File: config.mk
export PLATFORM = sky130hd
export DESIGN_NAME = igfc_ctrl
export DESIGN_NICKNAME = d
export VERILOG_FILES = /design/src/rtl/igfc_pkg.sv /design/src/rtl/igfc_ctrl.sv
export SDC_FILE = /design/constraint.sdc
export NUM_CORES = 1
export LEC_CHECK = 0
export BUFFER_PORTS_ARGS = -buffer_cell sky130_fd_sc_hd__buf_2
export CORE_AREA = 2 2 51 100
export CTS_CLUSTER_DIAMETER = 150
export DETAILED_ROUTE_END_ITERATION = 12
export DIE_AREA = 0 0 53 102
export SLEW_MARGIN = 20
export SYNTH_ARGS = -nofsm -noshare
export SYNTH_HDL_FRONTEND = slang
export SYNTH_SLANG_ARGS = --single-unit
File: constraint.sdc
create_clock -name i_clk -period 2 [get_ports i_clk]
set_clock_uncertainty 0.2 [all_clocks]
set_input_delay 0.1 -clock i_clk [delete_from_list [all_inputs] [get_ports i_clk]]
set_output_delay 0.1 -clock i_clk [all_outputs]
set_load 0.05 [all_outputs]
File: src/rtl/igfc_pkg.sv
`timescale 1ns / 1ps
// ----------------------------------------------------------------------------
// igfc_pkg: shared types and constants for the information gain block
// Field widths, operation and status codes, controller command and status
// bundles, and small helper functions.
// ----------------------------------------------------------------------------
package igfc_pkg;

    // Parameter defaults
    localparam int MAX_LABELS_DEF      = 16;
    localparam int MAX_ATTR_VALUES_DEF = 16;
    localparam int COUNT_BITS_DEF      = 24;

    // Fixed field widths
    localparam int OP_W   = 2;
    localparam int IDX_W  = 4;
    localparam int CNT_W  = 24;
    localparam int OUT_W  = 20;
    localparam int ST_W   = 2;

    // Internal widths
    localparam int WORD_W = 32;
    localparam int EXP_W  = 5;
    localparam int FRAC_W = 16;
    localparam int LOG_W  = EXP_W + FRAC_W;
    localparam int ACC_W  = 64;
    localparam int STEP_W = 4;

    localparam logic [OUT_W-1:0] OUT_MAX = '1;

    // Operation codes
    typedef enum logic [OP_W-1:0] {
        OP_LABEL   = 2'd0,
        OP_ATTR    = 2'd1,
        OP_JOINT   = 2'd2,
        OP_COMPUTE = 2'd3
    } t_op;

    // Status codes
    localparam logic [ST_W-1:0] ST_OK         = 2'd0;
    localparam logic [ST_W-1:0] ST_ZERO_TOTAL = 2'd1;
    localparam logic [ST_W-1:0] ST_NO_ATTR    = 2'd2;

    // Operand source of the log2 unit
    typedef enum logic [1:0] {
        SRC_LABEL = 2'd0,
        SRC_TOTAL = 2'd1,
        SRC_ATTR  = 2'd2,
        SRC_JOINT = 2'd3
    } t_log_src;

    // Controller to datapath commands
    typedef struct packed {
        logic     load;
        logic     latch_n;
        logic     log_start;
        t_log_src log_src;
        logic     cap_la;
        logic     cap_lb;
        logic     cap_ln;
        logic     cap_op;
        logic     mul_pair;
        logic     acc_s;
        logic     acc_c;
        logic     div_start;
        logic     div_c;
        logic     cap_q;
        logic     cap_hc;
        logic     zero_hc;
        logic     set_st2;
        logic     rd_pair;
        logic     emit;
        logic     clear;
    } t_cmd;

    // Datapath to controller status
    typedef struct packed {
        logic n_zero;
        logic lbl_nz;
        logic v_zero;
        logic a_zero;
        logic log_done;
        logic div_done;
        logic c_pos;
    } t_stat;

    // Position of the leading one (zero for a zero word)
    function automatic logic [EXP_W-1:0] msb_pos(logic [WORD_W-1:0] x);
        logic [EXP_W-1:0] pos;
        pos = '0;
        for (int i = 0; i < WORD_W; i++) begin
            if (x[i]) pos = EXP_W'(i);
        end
        return pos;
    endfunction

    // Saturate to the output range
    function automatic logic [OUT_W-1:0] sat_out(logic [ACC_W-1:0] v);
        return (v > ACC_W'(OUT_MAX)) ? OUT_MAX : v[OUT_W-1:0];
    endfunction

endpackage

File: src/rtl/igfc_ctrl.sv
`timescale 1ns / 1ps
// ----------------------------------------------------------------------------
// igfc_ctrl: controller of the information gain block
// Takes requests, sequences the label walk, the pair walk and the two
// divisions, and drives the result handshake.
// ----------------------------------------------------------------------------
module igfc_ctrl #(
    parameter int MAX_LABELS      = igfc_pkg::MAX_LABELS_DEF,
    parameter int MAX_ATTR_VALUES = igfc_pkg::MAX_ATTR_VALUES_DEF,
    localparam int LBL_AW = $clog2(MAX_LABELS),
    localparam int ATR_AW = $clog2(MAX_ATTR_VALUES),
    localparam int JNT_AW = $clog2(MAX_LABELS * MAX_ATTR_VALUES)
) (
    input  logic              i_clk,
    input  logic              i_rst_n,
    input  logic              i_in_valid,
    output logic              o_in_ready,
    input  igfc_pkg::t_op     i_op,
    output logic              o_out_valid,
    input  logic              i_out_ready,
    output igfc_pkg::t_cmd    o_cmd,
    input  igfc_pkg::t_stat   i_stat,
    output logic [LBL_AW-1:0] o_y,
    output logic [ATR_AW-1:0] o_x,
    output logic [JNT_AW-1:0] o_p
);

    typedef enum logic [4:0] {
        S_IDLE, S_START, S_L_RD, S_L_LOG, S_L_MUL, S_L_ACC, S_LN, S_S_DIV,
        S_P_RD, S_P_CHK, S_P_LA, S_P_LV, S_P_MUL, S_P_ACC, S_C_CHK, S_C_DIV,
        S_EMIT
    } t_state;

    t_state             r_state, n_state;
    logic [LBL_AW-1:0]  r_y, n_y;
    logic [ATR_AW-1:0]  r_x, n_x;
    logic [JNT_AW-1:0]  r_p, n_p;
    logic               r_out_valid, n_out_valid;
    logic               w_l_adv;
    logic               w_p_adv;
    logic               w_take;

    assign w_take = (r_state == S_IDLE) && i_in_valid;

    // Next state and commands
    always_comb begin
        n_state     = r_state;
        n_y         = r_y;
        n_x         = r_x;
        n_p         = r_p;
        n_out_valid = r_out_valid && !i_out_ready;
        w_l_adv     = 1'b0;
        w_p_adv     = 1'b0;
        o_cmd       = '0;
        unique case (r_state)
            S_IDLE: begin
                if (w_take) begin
                    if (i_op == igfc_pkg::OP_COMPUTE) begin
                        o_cmd.latch_n = 1'b1;
                        n_state       = S_START;
                    end else begin
                        o_cmd.load = 1'b1;
                    end
                end
            end
            S_START: begin
                n_y     = '0;
                n_state = i_stat.n_zero ? S_EMIT : S_L_RD;
            end
            S_L_RD: begin
                if (i_stat.lbl_nz) begin
                    o_cmd.log_start = 1'b1;
                    o_cmd.log_src   = igfc_pkg::SRC_LABEL;
                    o_cmd.cap_op    = 1'b1;
                    n_state         = S_L_LOG;
                end else begin
                    w_l_adv = 1'b1;
                end
            end
            S_L_LOG: begin
                if (i_stat.log_done) begin
                    o_cmd.cap_lb = 1'b1;
                    n_state      = S_L_MUL;
                end
            end
            S_L_MUL: n_state = S_L_ACC;
            S_L_ACC: begin
                o_cmd.acc_s = 1'b1;
                w_l_adv     = 1'b1;
            end
            S_LN: begin
                o_cmd.log_src = igfc_pkg::SRC_TOTAL;
                if (i_stat.log_done) begin
                    o_cmd.cap_ln    = 1'b1;
                    o_cmd.div_start = 1'b1;
                    n_state         = S_S_DIV;
                end
            end
            S_S_DIV: begin
                if (i_stat.div_done) begin
                    o_cmd.cap_q = 1'b1;
                    n_p         = '0;
                    n_x         = '0;
                    n_state     = S_P_RD;
                end
            end
            S_P_RD: begin
                o_cmd.rd_pair = 1'b1;
                n_state       = S_P_CHK;
            end
            S_P_CHK: begin
                if (i_stat.v_zero) begin
                    w_p_adv = 1'b1;
                end else if (i_stat.a_zero) begin
                    o_cmd.set_st2 = 1'b1;
                    w_p_adv       = 1'b1;
                end else begin
                    o_cmd.log_start = 1'b1;
                    o_cmd.log_src   = igfc_pkg::SRC_ATTR;
                    o_cmd.cap_op    = 1'b1;
                    o_cmd.mul_pair  = 1'b1;
                    n_state         = S_P_LA;
                end
            end
            S_P_LA: begin
                if (i_stat.log_done) begin
                    o_cmd.cap_la    = 1'b1;
                    o_cmd.log_start = 1'b1;
                    o_cmd.log_src   = igfc_pkg::SRC_JOINT;
                    n_state         = S_P_LV;
                end
            end
            S_P_LV: begin
                if (i_stat.log_done) begin
                    o_cmd.cap_lb = 1'b1;
                    n_state      = S_P_MUL;
                end
            end
            S_P_MUL: begin
                o_cmd.mul_pair = 1'b1;
                n_state        = S_P_ACC;
            end
            S_P_ACC: begin
                o_cmd.acc_c = 1'b1;
                w_p_adv     = 1'b1;
            end
            // Conditional sum is complete here; divide only a positive one
            S_C_CHK: begin
                o_cmd.div_c = 1'b1;
                if (i_stat.c_pos) begin
                    o_cmd.div_start = 1'b1;
                    n_state         = S_C_DIV;
                end else begin
                    o_cmd.zero_hc = 1'b1;
                    n_state       = S_EMIT;
                end
            end
            S_C_DIV: begin
                o_cmd.div_c = 1'b1;
                if (i_stat.div_done) begin
                    o_cmd.cap_hc = 1'b1;
                    n_state      = S_EMIT;
                end
            end
            S_EMIT: begin
                if (!r_out_valid || i_out_ready) begin
                    o_cmd.emit  = 1'b1;
                    o_cmd.clear = 1'b1;
                    n_out_valid = 1'b1;
                    n_state     = S_IDLE;
                end
            end
            default: n_state = S_IDLE;
        endcase

        // Advance the label walk, then start log2 of the total
        if (w_l_adv) begin
            if (r_y == LBL_AW'(MAX_LABELS - 1)) begin
                o_cmd.log_start = 1'b1;
                o_cmd.log_src   = igfc_pkg::SRC_TOTAL;
                n_state         = S_LN;
            end else begin
                n_y     = r_y + 1'b1;
                n_state = S_L_RD;
            end
        end

        // Advance the pair walk, then check the conditional sum
        if (w_p_adv) begin
            if (r_p == JNT_AW'(MAX_LABELS * MAX_ATTR_VALUES - 1)) begin
                n_state = S_C_CHK;
            end else begin
                n_p     = r_p + 1'b1;
                n_x     = (r_x == ATR_AW'(MAX_ATTR_VALUES - 1)) ? '0 : r_x + 1'b1;
                n_state = S_P_RD;
            end
        end
    end

    // State, counters and result valid
    always_ff @(posedge i_clk) begin
        if (!i_rst_n) begin
            r_state     <= S_IDLE;
            r_y         <= '0;
            r_x         <= '0;
            r_p         <= '0;
            r_out_valid <= 1'b0;
        end else begin
            r_state     <= n_state;
            r_y         <= n_y;
            r_x         <= n_x;
            r_p         <= n_p;
            r_out_valid <= n_out_valid;
        end
    end

    assign o_in_ready  = (r_state == S_IDLE);
    assign o_out_valid = r_out_valid;
    assign o_y         = r_y;
    assign o_x         = r_x;
    assign o_p         = r_p;

    // A log2 result arrives only while the walk waits for it
    a_log_done_state: assert property (@(posedge i_clk) disable iff (!i_rst_n)
        i_stat.log_done |-> (r_state == S_L_LOG || r_state == S_LN ||
                             r_state == S_P_LA || r_state == S_P_LV))
        else $error("unexpected log2 completion");

    // A quotient arrives only while a division is awaited
    a_div_done_state: assert property (@(posedge i_clk) disable iff (!i_rst_n)
        i_stat.div_done |-> (r_state == S_S_DIV || r_state == S_C_DIV))
        else $error("unexpected divider completion");

    // Label index stays within the store
    a_y_range: assert property (@(posedge i_clk) disable iff (!i_rst_n)
        int'(r_y) < MAX_LABELS)
        else $error("label index out of range");

endmodule

---- Yosys cells after proc, flatten, opt, wreduce, memory -nomap -nowiden ----
Index checks and enable logic that the tools add are counted.
storage, ports and cells
  logic and storage cells ................. 125
  output and inout bits ................... 39
  bits of input ports ..................... 13
  register bits after elaboration ......... 22
operators by class
  mux-type cells .......................... 74
  equality and inequality tests ........... 33
  add/subtract/negate cells ............... 3
  reductions and logical operators ........ 10
operator list
  operator                                             count
  two-way mux 5 bit                                    16
  one-hot mux 5 bit (16 select lines)                  1
  equality test 5 x 4 -> 1 bit, second input constant  8
  != test 4 bit, second input constant                 10
  two-way mux 4 bit                                    9
  two-way mux 8 bit                                    4
  two-way mux 1 bit                                    24
  two-way mux 3 bit                                    7
  equality test 5 x 3 -> 1 bit, second input constant  4
  AND reduction 13 bit                                 1
  two-way mux 2 bit                                    6
  equality test 5 x 2 -> 1 bit, second input constant  2
  one-hot mux 1 bit (2 select lines)                   5
  adder 4 x 1 -> 4 bit, second input constant          2
  adder 8 x 1 -> 8 bit, second input constant          1
  equality test 4 bit, second input constant           2
  equality test 8 bit, second input constant           1
  != test 4 x 1 -> 1 bit, second input constant        2
  one-hot mux 2 bit (4 select lines)                   1
  OR reduction 2 bit                                   3
  equality test 5 x 1 -> 1 bit, second input constant  1
  equality test 5 bit, second input constant           1
  zero test 5 bit                                      1
  != test 3 x 1 -> 1 bit, second input constant        1
  other kinds (5)                                      7

---- Logic depth before layout (Yosys ltp) ----
  word-level depth ........................ 6
  gate-level depth with buffers ........... 9
  gate-level depth less buffers ........... 7

---- Least setup slack after synthesis ----
Ideal clock, no wire load.
  kind .................................... reg2out
  from .................................... reg r_state[3]
  to ...................................... out o_cmd[18] (netlist bit)
  arrival ................................. 2281 ps
  path slack .............................. -581 ps
  data required time ...................... 1700 ps
  path buffers ............................ 1
  stages on the path, launching flop included .. 7
  cell sequence ........................... dfxtp_1 > buf_6 > inv_1 > or3_1 > nor2_1 > nor2_1 > nand3_1
RTL lines
  item                    line              RTL
  from (decl)             igfc_ctrl.sv:34   t_state r_state, n_state;
  from (signal assigned)  igfc_ctrl.sv:209  r_state <= n_state;
  to (decl)               igfc_ctrl.sv:21   output igfc_pkg::t_cmd o_cmd,

---- Worst setup path after layout ----
  from .................................... reg r_state[3]
  to ...................................... reg r_p[2], in the netlist o_p[2]
between the ends
  word-level cells in the longest chain between the ends .. 4
  elaborated cells between the ends (all ways) .. 7
  those cells by class .................... eq/ne: 3; mux: 4
ends and longest elaborated chain
  item                          line              RTL
  equality test 5 x 3 -> 1 bit  igfc_ctrl.sv:55   unique case (r_state)
  two-way mux 8 bit             igfc_ctrl.sv:55
  two-way mux 8 bit             igfc_ctrl.sv:190  if (r_p == JNT_AW'(MAX_LABELS * MAX_ATTR_VALUES - 1)) begin
  two-way mux 8 bit *           igfc_ctrl.sv:189  if (w_p_adv) begin
  to (signal assigned)          igfc_ctrl.sv:212  r_p <= n_p;
  to (decl)                     igfc_ctrl.sv:37   logic [JNT_AW-1:0] r_p, n_p;
Every way passes the cells marked *; elsewhere a longest branch is shown, timed or not.
A chain may end at the register's enable or synchronous reset.

==> results.tsv <==
metric	value	unit
synth unique cells	47	
R2R depth	8	
total CTS buffers	3	
P_int	0.0009987	W
max-cap check violation count	0	
Initial DRT Pass Iterations	4	
ratio of final minimum period to clock period	0.9843	
register area share after synthesis	0.2796	
antenna violations before repair	0	
largest cells by area after synthesis	dfxtp_1 (28%), o21ai_0 (6.4%), nand3_1 (5.7%)	
CP Class	flip-flop to flip-flop	
Fin. Hold Viols	0	
switching part of the total power	0.3581	
starting density of the core	0.3426	
Top Metal Used	met4	
combinational fraction of design power	0.417	
CP max FO	9	
Core ar.	4598	um2
hold path depth	3	
Yosys top cell by area	dfxtp_1	
CP Depth	8	
number of global-route vias before repair	1768	
max-slew violations	0	
Max VDD drop	471.8	uV
Req. time, crit path	2000	ps
Sw Pwr	0.0005571	W
Arrival @ worst endpoint	1960	ps
min Tclk post-route	1969	ps
Fmax	0.5080	GHz
outcome	finished, final reports clean	
dpl cells	335	
CP bufs+invs	3	
Vias	1842	
clk_lat worst skew	260	ps
Clk pwr share	0.271	
fillers	472	
Avg Inst Size Synth	7.537	um2
Root Buffer	clkbuf_8	
DRC Markers	0	
width of the chip	53	um
Tightest Pin Transition	346.6	ps
CP endpoint kind	flip-flop	
synthesized area	1575	um2
dpl hpwl	3.935	mm
die area	5406	um2
IO buf count	51	
Post-synth EDFFs	0	
drt initial violations	28	
clock sink total	22	
clock tree buffer depth	2	
synthesis warning total	0	
Metal-1 WL	1.773	mm
synthesis-to-finish area growth	52.10	%
Clock transition at path regs	90	ps
critical path's top delay family	simple AND/OR/NAND/NOR gates	
# IOs	52	
Worst setup SP type	flip-flop	
layout cells sized above 1	0.4793	
final WL	4.964	mm
asr flop ratio synth	0	
post-synth top area share	0.2796	
largest net degree at the start of global routing	23	
final number of setup-violating endpoints	0	
leakage power	1.074	nW
Antenna Nets Post-Route	0	
CTS HTree Levels	1	
DR WL/cell	14.39	um
DR WL met2	2.938	mm
HP Class	input pin to flip-flop	
PwrDens	649.3	nW/um2
syn nets	225	
top_reg_cell synth	dfxtp_1	
Flop pwr share	0.312	
CP cell instances	buf_4 -> nand3b_4 -> or3_4 -> buf_6 -> a31oi_4 -> buf_6 -> nand3b_1 -> a21boi_1	
Seq cells post-synth	22	
vias per cell	5.339	
TritonCTS clock tree	done	
Row Count	35	
Post-Layout Cell Count	345	
wire length on met3	194	um
first-pass GRT wire length	7.935	mm
Post-Syn Instances	209	
RSZ-0062 raised after global routing	yes	
overflow left after global routing	0	
Final GP Congestion	0.8617	
crit-path most repeated cell	buf_6	
Max stage delay cell, worst path	or3_4	
slowest stage delay, CP	390	ps
die height	102	um
worst hold slack	30.88	ps
Slew HR	0.7689	
All-Layer GR Usage	0.1925	
Ant. Diodes	0	
Final nets	307	
-- synth_stat cells, types with 2 or more instances --
cell and number:
dfxtp_1 22, o21ai_0 20, nand2_1 18, nand3_1 18, nor2_1 18, a21oi_1 12, nor2b_1 9, inv_1 8
a21boi_1 7, nand2b_1 7, and2_1 6, clkbuf_1 5, nor3_1 5, a21boi_0 4, or3_1 4, a31oi_1 3
and3_1 3, buf_6 3, ha_1 3, nand3b_1 3, buf_4 2, nor4_1 2, o32a_1 2, or4_1 2
-- stage by stage --
step	setup TNS [ps]	power [W]	instance area (um2)	setup slack [ps]	utilization
after CTS	-30.47	0.001535	2282	-30.47	0.4963
after detailed placement	-413.7	0.001096	2136	-185.1	0.4645
final	0	0.001556	2396	31.48	0.5211
after floorplan	-221.1	0.0008841	1652	-172.7	-
after global routing	-192.8	0.001629	2396	-44.80	0.5211
after global placement	-421.8	0.001093	2136	-197.9	0.4645
-- layout make-up --
cell class              instances  area (um2)  share of cell area
flip-flops and latches         22       467.9              0.1953
multi-input cells             168        1170              0.4882
well taps                      55       68.82             0.02872
clock buffers                   3       41.29             0.01723
inverters                       8       33.78             0.01410
repair buffers                 88       584.3              0.2439
clock inverters                 1       30.03             0.01253
-- logic make-up after synthesis --
family,synth area share
and+or+nand+nor,0.3725
AOI/OAI and AO/OA,0.2534
DFF,0.2796
buffers and inverters,0.06513
adders and majority gates,0.02383
xor gates and xnor gates,0.005561
-- power groups by stage --
stage / logic, W / clock network [W] / registers, W
final: 0.000648 / 0.000422 / 0.000485
after global routing: 0.000689 / 0.000451 / 0.000489
after CTS: 0.000621 / 0.000436 / 0.000478
after detailed placement: 0.000609 / 0 / 0.000487
after global placement: 0.000607 / 0 / 0.000486
after floorplan: 0.000406 / 0 / 0.000478
-- registers in the layout, indices dropped and copies added, names as in the netlist --
register,flops
o_x,4
o_y,4
r_state,5
o_out_valid,1
o_p,8
-- worst min-delay path: stages --
cell,delay (ps)
buf_2,220
nand2_1,100
a31oi_1,40
-- repair_timing --
item	CTS	global route
hold buffers	1	0
pin swaps	2	6
endpoints found under the hold margin	1	0
setup endpoints to repair	22	28
buffers inserted	1	4
resized for setup	18	27
-- path summary, 6_finish.rpt --
check,startpoint,end,slack (ps)
worst min-delay path,i_rst_n,o_y[2],30
worst max-delay path,r_state[3],o_p[2],30
worst min register to register,o_p[3],o_p[3],280
worst max register to register,r_state[3],o_p[2],30
-- layout by cell type, fill, tap and decap left out, types with 7 or more instances in the layout --
cell	netlist	layout
buf_2	1	45
buf_4	2	33
nand3_1	18	18
nand2_1	18	16
o21ai_0	20	16
nor2_1	18	13
dfxtp_1	22	12
a21oi_1	12	11
nor2b_1	9	8
a21boi_1	7	7
buf_6	3	7
-- routing by layer --
metal	vias to the layer above	global-route usage
li1	916	-
met1	872	0.1862
met2	50	0.3942
met3	4	0.01170
met4	0	0.07298
met5	-	0
Note: power is estimated with default switching activity, not from simulation.
